**config.mk**
```make
export PLATFORM = sky130hd
export DESIGN_NAME = sorted_priority_queue
export DESIGN_NICKNAME = d
export VERILOG_FILES = /design/src/spq_pkg.sv /design/src/sorted_priority_queue.sv /design/src/spq_core.sv
export SDC_FILE = /design/constraint.sdc
export NUM_CORES = 1
export LEC_CHECK = 0
export BUFFER_PORTS_ARGS = -buffer_cell sky130_fd_sc_hd__buf_2
export CORE_UTILIZATION = 55
export CTS_CLUSTER_DIAMETER = 30
export CTS_CLUSTER_SIZE = 25
export DETAILED_ROUTE_END_ITERATION = 10
export PLACE_DENSITY = 0.72
export RECOVER_POWER = 25
export SYNTH_ARGS = -nofsm -noshare
export SYNTH_HDL_FRONTEND = slang
export SYNTH_HIERARCHICAL = 1
export SYNTH_SLANG_ARGS = --single-unit
```
**constraint.sdc**
```tcl
create_clock -name clk -period 15.7 [get_ports clk]
set_input_delay 3.14 -clock clk [delete_from_list [all_inputs] [get_ports clk]]
set_output_delay 3.14 -clock clk [all_outputs]
set_load 0.1 [all_outputs]
```
**src/spq_pkg.sv**
```systemverilog
// shared constants, types and state codes of the sorted priority queue
package spq_pkg;

  localparam int CAPACITY   = 16;
  localparam int DATA_WIDTH = 32;
  localparam int PRIO_WIDTH = 8;

  localparam int IDX_W = (CAPACITY > 1) ? $clog2(CAPACITY) : 1;
  localparam int CNT_W = $clog2(CAPACITY + 1);

  localparam int IN_TDATA_W  = ((DATA_WIDTH + PRIO_WIDTH + 7) / 8) * 8;
  localparam int OUT_TDATA_W = ((DATA_WIDTH + 7) / 8) * 8;
  localparam int OUT_TUSER_W = 3;

  localparam logic FUNC_PUSH = 1'b0;
  localparam logic FUNC_PULL = 1'b1;

  typedef struct packed {
    logic [PRIO_WIDTH-1:0] prio;
    logic [DATA_WIDTH-1:0] data;
  } entry_t;

  typedef struct packed {
    logic                  func;
    logic [DATA_WIDTH-1:0] data;
    logic [PRIO_WIDTH-1:0] prio;
  } req_t;

  typedef struct packed {
    logic [DATA_WIDTH-1:0] data;
    logic                  ok;
    logic                  full;
    logic                  empty;
  } res_t;

  typedef enum logic [2:0] {
    ST_IDLE,
    ST_SHIFT,
    ST_PLACE,
    ST_PULL,
    ST_DONE
  } state_t;

endpackage

```
**src/sorted_priority_queue.sv**
```systemverilog
// sorted priority queue top level: stream ports and output register
// A bounded priority queue of CAPACITY entries, ordered by descending priority with
// equal priorities leaving in arrival order. Each input word (tuser[0] = 0 push,
// 1 pull) yields exactly one result word. Entries live in one single-port-read
// ring memory, so the head pull is a single read. A push into a non-empty queue
// walks back from the tail one memory read and write per cycle, moving each entry
// of lower priority up a slot. A push into an empty queue writes at once, and
// pushes into a full queue and pulls from an empty queue go straight to their
// result. A new word is accepted only when the previous one has finished; a
// result waiting in the output register does not hold up the next accept. No
// clearing pass follows reset.
module sorted_priority_queue (
  input  logic                             clk,
  input  logic                             rst_n,
  input  logic                             in_tvalid,
  output logic                             in_tready,
  // data_in [31:0], priority_req [39:32]
  input  logic [spq_pkg::IN_TDATA_W-1:0]   in_tdata,
  // func [0]
  input  logic                             in_tuser,
  output logic                             out_tvalid,
  input  logic                             out_tready,
  // data_out [31:0]
  output logic [spq_pkg::OUT_TDATA_W-1:0]  out_tdata,
  // ok [0], full_res [1], empty_res [2]
  output logic [spq_pkg::OUT_TUSER_W-1:0]  out_tuser
);

  spq_pkg::req_t req;
  spq_pkg::res_t res;
  logic          res_valid;
  logic          res_ready;

  logic          out_valid_r, out_valid_nxt;
  spq_pkg::res_t out_r, out_nxt;

  assign req.func = in_tuser;
  assign req.data = in_tdata[spq_pkg::DATA_WIDTH-1:0];
  assign req.prio = in_tdata[spq_pkg::DATA_WIDTH +: spq_pkg::PRIO_WIDTH];

  spq_core u_core (
    .clk       (clk),
    .rst_n     (rst_n),
    .req_valid (in_tvalid),
    .req_ready (in_tready),
    .req       (req),
    .res_valid (res_valid),
    .res_ready (res_ready),
    .res       (res)
  );

  // output register frees up as the current word leaves
  assign res_ready = !out_valid_r || out_tready;

  always_comb begin
    out_valid_nxt = out_valid_r;
    out_nxt       = out_r;
    if (out_valid_r && out_tready) begin
      out_valid_nxt = 1'b0;
    end
    if (res_valid && res_ready) begin
      out_valid_nxt = 1'b1;
      out_nxt       = res;
    end
  end

  always_ff @(posedge clk) begin
    if (!rst_n) begin
      out_valid_r <= 1'b0;
    end else begin
      out_valid_r <= out_valid_nxt;
    end
  end

  always_ff @(posedge clk) begin
    out_r <= out_nxt;
  end

  assign out_tvalid = out_valid_r;
  assign out_tdata  = spq_pkg::OUT_TDATA_W'(out_r.data);
  assign out_tuser  = {out_r.empty, out_r.full, out_r.ok};

endmodule

```
**src/spq_core.sv**
```systemverilog
// entry memory kept as a sorted ring and the sequencer that inserts and removes entries
module spq_core (
  input  logic          clk,
  input  logic          rst_n,
  input  logic          req_valid,
  output logic          req_ready,
  input  spq_pkg::req_t req,
  output logic          res_valid,
  input  logic          res_ready,
  output spq_pkg::res_t res
);

  localparam int IDX_W = spq_pkg::IDX_W;
  localparam int CNT_W = spq_pkg::CNT_W;

  spq_pkg::entry_t mem [spq_pkg::CAPACITY];
  spq_pkg::entry_t rd_q;

  spq_pkg::state_t state_r, state_nxt;
  logic [IDX_W-1:0] head_r, head_nxt;
  logic [CNT_W-1:0] count_r, count_nxt;
  logic [IDX_W-1:0] pos_r, pos_nxt;
  spq_pkg::entry_t  new_r, new_nxt;
  spq_pkg::res_t    res_r, res_nxt;

  logic             mem_we;
  logic [IDX_W-1:0] mem_wa;
  spq_pkg::entry_t  mem_wd;
  logic [IDX_W-1:0] mem_ra;

  // ring address of a logical slot, slot 0 being the head
  function automatic logic [IDX_W-1:0] phys(input logic [IDX_W-1:0] head,
                                            input logic [IDX_W-1:0] off);
    logic [IDX_W:0] sum;
    sum = {1'b0, head} + {1'b0, off};
    if (sum >= (IDX_W+1)'(spq_pkg::CAPACITY)) begin
      sum = sum - (IDX_W+1)'(spq_pkg::CAPACITY);
    end
    return sum[IDX_W-1:0];
  endfunction

  always_ff @(posedge clk) begin
    if (mem_we) begin
      mem[mem_wa] <= mem_wd;
    end
    rd_q <= mem[mem_ra];
  end

  always_ff @(posedge clk) begin
    if (!rst_n) begin
      state_r <= spq_pkg::ST_IDLE;
      head_r  <= '0;
      count_r <= '0;
    end else begin
      state_r <= state_nxt;
      head_r  <= head_nxt;
      count_r <= count_nxt;
    end
  end

  always_ff @(posedge clk) begin
    pos_r <= pos_nxt;
    new_r <= new_nxt;
    res_r <= res_nxt;
  end

  always_comb begin
    state_nxt = state_r;
    head_nxt  = head_r;
    count_nxt = count_r;
    pos_nxt   = pos_r;
    new_nxt   = new_r;
    res_nxt   = res_r;
    mem_we    = 1'b0;
    mem_wa    = phys(head_r, pos_r);
    mem_wd    = new_r;
    mem_ra    = phys(head_r, pos_r - IDX_W'(2));
    req_ready = 1'b0;
    res_valid = 1'b0;

    case (state_r)
      spq_pkg::ST_IDLE: begin
        req_ready = 1'b1;
        if (req_valid) begin
          new_nxt.data = req.data;
          new_nxt.prio = req.prio;
          res_nxt.data = '0;
          if (req.func == spq_pkg::FUNC_PUSH) begin
            if (count_r == CNT_W'(spq_pkg::CAPACITY)) begin
              res_nxt.ok    = 1'b0;
              res_nxt.full  = 1'b1;
              res_nxt.empty = 1'b0;
              state_nxt     = spq_pkg::ST_DONE;
            end else if (count_r == '0) begin
              mem_we        = 1'b1;
              mem_wa        = head_r;
              mem_wd.data   = req.data;
              mem_wd.prio   = req.prio;
              count_nxt     = CNT_W'(1);
              res_nxt.ok    = 1'b1;
              res_nxt.full  = 1'b0;
              res_nxt.empty = 1'b0;
              state_nxt     = spq_pkg::ST_DONE;
            end else begin
              // walk back from the tail, moving lower-priority entries up one slot
              pos_nxt   = count_r[IDX_W-1:0];
              mem_ra    = phys(head_r, count_r[IDX_W-1:0] - IDX_W'(1));
              state_nxt = spq_pkg::ST_SHIFT;
            end
          end else begin
            if (count_r == '0) begin
              res_nxt.ok    = 1'b0;
              res_nxt.full  = 1'b0;
              res_nxt.empty = 1'b1;
              state_nxt     = spq_pkg::ST_DONE;
            end else begin
              mem_ra    = head_r;
              state_nxt = spq_pkg::ST_PULL;
            end
          end
        end
      end
      spq_pkg::ST_SHIFT: begin
        // rd_q holds logical slot pos_r - 1
        mem_we = 1'b1;
        if (rd_q.prio < new_r.prio) begin
          mem_wd = rd_q;
          pos_nxt = pos_r - IDX_W'(1);
          if (pos_r == IDX_W'(1)) begin
            state_nxt = spq_pkg::ST_PLACE;
          end
        end else begin
          count_nxt     = count_r + CNT_W'(1);
          res_nxt.ok    = 1'b1;
          res_nxt.full  = 1'b0;
          res_nxt.empty = 1'b0;
          state_nxt     = spq_pkg::ST_DONE;
        end
      end
      spq_pkg::ST_PLACE: begin
        mem_we        = 1'b1;
        count_nxt     = count_r + CNT_W'(1);
        res_nxt.ok    = 1'b1;
        res_nxt.full  = 1'b0;
        res_nxt.empty = 1'b0;
        state_nxt     = spq_pkg::ST_DONE;
      end
      spq_pkg::ST_PULL: begin
        head_nxt      = phys(head_r, IDX_W'(1));
        count_nxt     = count_r - CNT_W'(1);
        res_nxt.data  = rd_q.data;
        res_nxt.ok    = 1'b1;
        res_nxt.full  = 1'b0;
        res_nxt.empty = (count_r == CNT_W'(1));
        state_nxt     = spq_pkg::ST_DONE;
      end
      spq_pkg::ST_DONE: begin
        res_valid = 1'b1;
        if (res_ready) begin
          state_nxt = spq_pkg::ST_IDLE;
        end
      end
      default: begin
        state_nxt = spq_pkg::ST_IDLE;
      end
    endcase
  end

  assign res = res_r;

endmodule

```
==> flow_summary.json, run 1 <==
{
  "final_antenna_net_count": 0,
  "overflow": 0,
  "holdCritPathClass": "reg -> reg",
  "top_layer_used": "met4",
  "critPathSlowestCell": "clkbuf_1",
  "ys_ff_latch": 807,
  "place.gp.congestion": 0.854,
  "dp_hpwl_mm": 37.8,
  "tns_ns": 0,
  "finalSetupViolCount": 0,
  "grt_max_degree": 182,
  "clock_latency_ns": 0.72,
  "mostFrequentLayoutCell": "edfxtp_1",
  "total_power_w": 0.00964,
  "start_util_pct": 55.6,
  "wl_met3_mm": 8.05,
  "die_w_um": 243,
  "critPathMaxStageDelay_ns": 2.75,
  "root_buffer": "clkbuf_16",
  "violations": "max-capacitance violations, max-slew violations",
  "async_flop_share_pct": 0,
  "drtIter0Drc": 2444,
  "die_area_um2": 59300,
  "cellPowerDensity_nw_per_um2": 254,
  "slew_violations": 203,
  "peakVddDrop_uv": 230,
  "clk_pin_slew_ns": 0.05,
  "finalCritPeriodShare_pct": 61.2,
  "io_pins": 82,
  "drive_above_1_share_pct": 12.6,
  "cpMostUsedCell": "clkbuf_1",
  "path_buf_inv": 4,
  "drv_cap": 5,
  "cts-buffers-inserted": 138,
  "worstSetupEndpointType": "register",
  "hold_violations": 0,
  "cts_max_level": 4,
  "core-area_um2": 57700,
  "worstPathRequired_ns": 16.22,
  "final_cell_mix": "edfxtp_1, nand2_1, nand3_1",
  "critical_path.cell_chain": "clkbuf_1 > or4b_1 > clkinv_1 > clkbuf_1 > o21ai_0 > nand2_4 > buf_4 > nand3_1 > a32oi_1 > o221ai_1",
  "synth_edf_count": 754,
  "syn-cell-area_um2": 32100,
  "firstDrtPassIters": 5,
  "vias": 20100,
  "hold_buffers": 0,
  "rows": 88,
  "finClkSkew_ns": 0.0348,
  "yosysWarnings": 6,
  "grt_pass1_vias": 20200,
  "synth.avg_cell_area_um2": 13.8,
  "rsz0062_at_grt": "no",
  "cp.arrival_ns": 10.13,
  "cts.sinks": 807,
  "drcViolationCount": 0,
  "synthFlopType": "edfxtp_1",
  "startpoint_type": "input port",
  "ys_types": 60,
  "layout_min_cycle_time_ns": 9.61,
  "clockBufferDepth": 3,
  "seq_area_frac_synth_pct": 73.9,
  "postCtsSetupBuffers": 0,
  "synthesis.nets": 2398,
  "wl_met2_mm": 38.1,
  "p_leak_nw": 13.8,
  "criticalPathCategory": "in -> reg",
  "grt_pass1_wl_mm": 120,
  "synth_cells": 2326,
  "maxSlewHeadroom_pct": -161,
  "port_buffers": 81,
  "nets": 2548,
  "crit_fanout": 65,
  "ctsResizeCount": 0,
  "via_per_inst": 6.00,
  "status": "finished with violations",
  "fmax_ghz": 0.104,
  "areaGrowthSynthToFinish_pct": 18.6,
  "wire_per_inst_um": 24.0,
  "worstMarginPinSlew_ns": 3.91,
  "track_usage_pct": 27.5,
  "cts_tree": "done",
  "antenna_found_initial": 1,
  "met1Wirelength_mm": 32.2,
  "drt-total-wl_mm": 80.7,
  "critPathTopFamily": "buffers and inverters",
  "die_y_um": 243
}
## power by group
part | switching, W | internal (W)
Clock | 0.00104 | 0.00198
Sequential | 0.000119 | 0.00307
Combinational | 0.00251 | 0.000931
## layer usage
metal,GRT usage (%),vias to the layer above
met5,0,-
met4,10.9,0
met3,5.20,182
met2,44.0,1046
met1,37.3,10000
li1,-,8900
## metrics by stage
| stage | worst slack, ns | instances | cell area [µm²] | hold WS, ns | util, % |
|---|---|---|---|---|---|
| 2_1_floorplan | 7.35 | 2326 | 32100 | 0.400 | - |
| 3_3_place_gp | 8.07 | 3101 | 33400 | 0.401 | 57.9 |
| 3_5_place_dp | 7.97 | 3101 | 33400 | 0.405 | 57.9 |
| 4_1_cts | 8.68 | 3356 | 38200 | 0.415 | 66.2 |
| 5_1_grt | 5.91 | 3356 | 38000 | 0.416 | 65.9 |
| 6_report | 6.09 | 3357 | 38000 | 0.413 | 65.9 |
## sequential cells by signal, summed over array words and instances (netlist names)
| signal | count |
|---|---|
| u_core/mem | 640 |
| u_core/new_r | 40 |
| u_core/rd_q | 40 |
| u_core/res | 35 |
| out_tdata | 32 |
| u_core/count_r | 5 |
| u_core/head_r | 4 |
| u_core/pos_r | 4 |
| out_tuser | 3 |
| u_core/state_r | 3 |
| out_tvalid | 1 |
## logic make-up (layout without fill, tap and decap cells)
logic type | Yosys count | count (layout) | share of synthesized area [%]
AND/OR/NAND/NOR | 930 | 930 | 12.6
flip-flops | 807 | 807 | 73.9
AO/OA/AOI/OAI | 228 | 228 | 5.28
buffers and inverters | 193 | 458 | 2.77
multiplexers | 123 | 123 | 3.84
adder cells (fa/ha/maj) | 27 | 27 | 1.12
XOR/XNOR | 18 | 18 | 0.492
other | 0 | 1 | 0
## synthesized netlist by cell type, types with 2 or more instances
cell type | n | area [µm²]
buf_6 | 11 | 124
o21bai_1 | 2 | 15.0
ha_1 | 24 | 300
o21ai_0 | 51 | 255
a21boi_0 | 2 | 15.0
buf_2 | 57 | 285
edfxtp_1 | 754 | 22600
nor3b_1 | 3 | 22.5
nor2b_1 | 3 | 18.8
xor2_1 | 8 | 70.1
fa_1 | 3 | 60.1
inv_1 | 55 | 206
xnor2_1 | 10 | 87.6
nor2_1 | 22 | 82.6
dfxtp_1 | 53 | 1060
a221oi_1 | 2 | 17.5
a21o_1 | 9 | 67.6
a22oi_1 | 44 | 330
nand2_1 | 583 | 2190
nor3_1 | 22 | 110
a21oi_1 | 12 | 60.1
o32a_1 | 2 | 20.0
buf_4 | 3 | 22.5
buf_1 | 3 | 11.3
mux2i_1 | 122 | 1220
o31a_1 | 2 | 17.5
nand2b_1 | 2 | 12.5
clkbuf_1 | 64 | 240
o221ai_1 | 41 | 359
o311a_1 | 2 | 20.0
and2_1 | 37 | 231
o31ai_1 | 2 | 15.0
nand3_1 | 245 | 1230
o21a_1 | 3 | 22.5
a32oi_1 | 43 | 377
## cell type report
class / instances / area [µm²]
diodes: 1 / 2.50
clock buffers: 162 / 3680
clock inverters: 93 / 1070
fillers: 4034 / 19700
inverters: 55 / 206
multi-input cells: 1326 / 7620
flip-flops and latches: 807 / 23700
well taps: 765 / 957
repair buffers: 148 / 783
## final timing paths
kind	slack, ns	depth (start not counted)	endpoint	start
max	6.09	10	u_core/rd_q[24]	in_tvalid
min	0.41	0	out_tdata[1]	u_core/res[4]
max reg2reg	8.09	9	u_core/rd_q[24]	u_core/state_r[2]
min reg2reg	0.41	0	out_tdata[1]	u_core/res[4]
Power figures use the tool's default switching activity.
==> inputs of run 2 (changes only) <==
--- a/config.mk
+++ b/config.mk
@@ -10,7 +10,7 @@
 export CTS_CLUSTER_DIAMETER = 30
 export CTS_CLUSTER_SIZE = 25
 export DETAILED_ROUTE_END_ITERATION = 10
-export PLACE_DENSITY = 0.72
+export PLACE_DENSITY = 0.74
 export RECOVER_POWER = 25
 export SYNTH_ARGS = -nofsm -noshare
 export SYNTH_HDL_FRONTEND = slang
==> constraint.sdc (replaced) <==
create_clock -name clk -period 8.7 [get_ports clk]
set_input_delay 1.74 -clock clk [delete_from_list [all_inputs] [get_ports clk]]
set_output_delay 1.74 -clock clk [all_outputs]
set_load 0.1 [all_outputs]
==> run 2 against run 1 <==
The run still ends with max-capacitance violations, max-slew violations left. Global-route usage down 0.44 points. Die area stayed put. Sequential cell count unchanged. Wire length shrank 1.8%. Via count grew 0.13%. Clock-buffer cell count up 2. Sequential share of layout area up 0.16 points. Hold slack improved by 0.00062 ns. Combinational power up 81%. Critical path depth is 2 lower. Critical path type unchanged. Critical endpoint is now u_core/mem[9][16]. Largest power group unchanged. Highest routed layer unchanged.
==> flow_summary.json, run 2 (same netlist as run 1, synthesis figures left out) <==
{
  "status": "finished with violations",
  "violations": "max-capacitance violations, max-slew violations",
  "start_util_pct": 55.6,
  "multi_input_area_um2": 7620,
  "grtUsageMet1_pct": 37.5,
  "io_pins": 82,
  "die_w_um": 243,
  "port_buffers": 81,
  "root_buffer": "clkbuf_16",
  "worstMarginPinSlew_ns": 3.54,
  "rows": 88,
  "via_per_inst": 6.03,
  "drv_cap": 6,
  "swShare_pct": 38.0,
  "cts-buffers-inserted": 135,
  "nets": 2541,
  "worstPathRequired_ns": 9.02,
  "clock_latency_ns": 0.72,
  "hold_depth": 0,
  "p_comb_share_pct": 35.9,
  "areaGrowthSynthToFinish_pct": 18.3,
  "holdCritPathClass": "reg -> reg",
  "cts.sinks": 807,
  "seqPwrFrac_pct": 33.2,
  "whs_endpoint": "out_tdata[24]",
  "drtIter0Drc": 2719,
  "p_leak_nw": 13.8,
  "drcViolationCount": 0,
  "maxSlewHeadroom_pct": -136,
  "tns_ns": 0,
  "largest_register_ffs": 640,
  "top_register": "u_core/mem",
  "antenna_cells": 0,
  "die_y_um": 243,
  "peakVddDrop_uv": 582,
  "grt-busiest-layer": "met2",
  "rsz0062_at_grt": "no",
  "hold_violations": 0,
  "ff2ff_setup_slack_ns": 2.64,
  "ctsResizeCount": 0,
  "slew_violations": 382,
  "use_met3_pct": 5.54,
  "criticalPathCategory": "in -> reg",
  "core-area_um2": 57700,
  "grt_pass1_vias": 20200,
  "hold_buffers": 0,
  "clk_pin_slew_ns": 0.05,
  "cts_max_level": 4,
  "finalCritPeriodShare_pct": 76.2,
  "overflow": 0,
  "finalSetupViolCount": 0,
  "finClkSkew_ns": 0.0341,
  "firstDrtPassIters": 8,
  "wire_per_inst_um": 23.7,
  "rr_worst_depth": 7,
  "min-delay-start": "u_core/res[27]",
  "worstSetupEndpointType": "register",
  "rr_startpoint": "u_core/state_r[2]",
  "largest_registers": "u_core/mem: 640 flops, u_core/new_r: 40 flops, u_core/rd_q: 40 flops",
  "switchingPower_w": 0.00660,
  "fin_area_um2": 37900,
  "drive_above_1_share_pct": 11.7,
  "vias": 20200,
  "final_cell_mix": "edfxtp_1, nand2_1, nand3_1",
  "timing.rr.end": "u_core/mem[9][16]",
  "clockBufferDepth": 3,
  "seq_area_um2": 23700,
  "p_int_w": 0.0108,
  "crit_fanout": 43,
  "fillCellCount": 3937,
  "grt_max_degree": 241,
  "layout_min_cycle_time_ns": 6.63,
  "placed_area_um2": 33400,
  "final_antenna_net_count": 0,
  "fmax_ghz": 0.151,
  "track_usage_pct": 27.0,
  "postCtsSetupBuffers": 0,
  "globalRouteMet2Util_pct": 41.9,
  "mostFrequentLayoutCell": "edfxtp_1",
  "startpoint_type": "input port",
  "cp.arrival_ns": 6.95,
  "cellPowerDensity_nw_per_um2": 458,
  "dp_hpwl_mm": 37.4,
  "grt_pass1_wl_mm": 119,
  "place.gp.congestion": 0.833,
  "cts_tree": "done",
  "clkPwrFrac_pct": 30.9,
  "drt-total-wl_mm": 79.2,
  "antenna_found_initial": 1,
  "die_area_um2": 59300
}
[run 2: changes by cell type in the layout (fill, tap and decap cells not counted), sizes merged]
cell / previous run / this run
buf: 64 / 59
bufinv: 18 / 19
clkbuf: 246 / 249
clkinv: 41 / 43
clkinvlp: 22 / 10
diode: 1 / 0
inv: 67 / 68
[run 2: critical path, cell delays in order]
cell and delay, ns:
buf_2 0.12, or4b_1 0.65, clkinv_1 0.11, clkbuf_1 2.49, nand2_1 0.35, o32a_1 0.55
nor3_2 0.18, buf_4 0.73
[run 2: per-layer routing]
metal | wire length, µm | share of wire (%)
met1 | 31600 | 40
met5 | 0 | 0
met4 | 2370 | 3.0
met2 | 37000 | 47
met3 | 8320 | 11
[run 2: metrics by stage]
step	hold slack (ns)	setup WS (ns)	std cells	total power, W	utilization (%)
6_report	0.414	2.07	3346	0.0174	65.7
5_1_grt	0.415	1.89	3346	0.0181	65.7
4_1_cts	0.415	3.87	3344	0.0173	66.0
3_5_place_dp	0.405	3.16	3095	0.0119	57.9
3_3_place_gp	0.404	3.32	3090	0.0116	57.8
2_1_floorplan	0.400	1.75	2326	0.0102	-
[run 2: worst max path at each step]
stage | start | to | slack (ns)
floorplan | in_tvalid | u_core/mem[0][0] | 1.75
global placement | in_tvalid | u_core/mem[15][29] | 3.32
detailed placement | in_tvalid | u_core/mem[15][34] | 3.16
CTS | in_tvalid | u_core/mem[15][29] | 3.87
global route | in_tvalid | u_core/mem[9][29] | 1.89
finish | in_tvalid | u_core/mem[9][16] | 2.07
[run 2: power by group through the flow]
stage	combinational [W]	clock [W]	sequential, W
detailed placement	0.00605	0	0.00580
global placement	0.00584	0	0.00579
finish	0.00623	0.00537	0.00576
global route	0.00667	0.00560	0.00580
floorplan	0.00404	0	0.00613
CTS	0.00614	0.00543	0.00574
[run 2: layout make-up]
| type | instances | area share (%) |
|---|---|---|
| Tap cell | 765 | 2.52 |
| Clock buffer | 164 | 9.44 |
| Sequential cell | 807 | 62.5 |
| Inverter | 55 | 0.544 |
| Clock inverter | 85 | 2.84 |
| Timing Repair Buffer | 144 | 2.06 |
| Multi-Input combinational cell | 1326 | 20.1 |
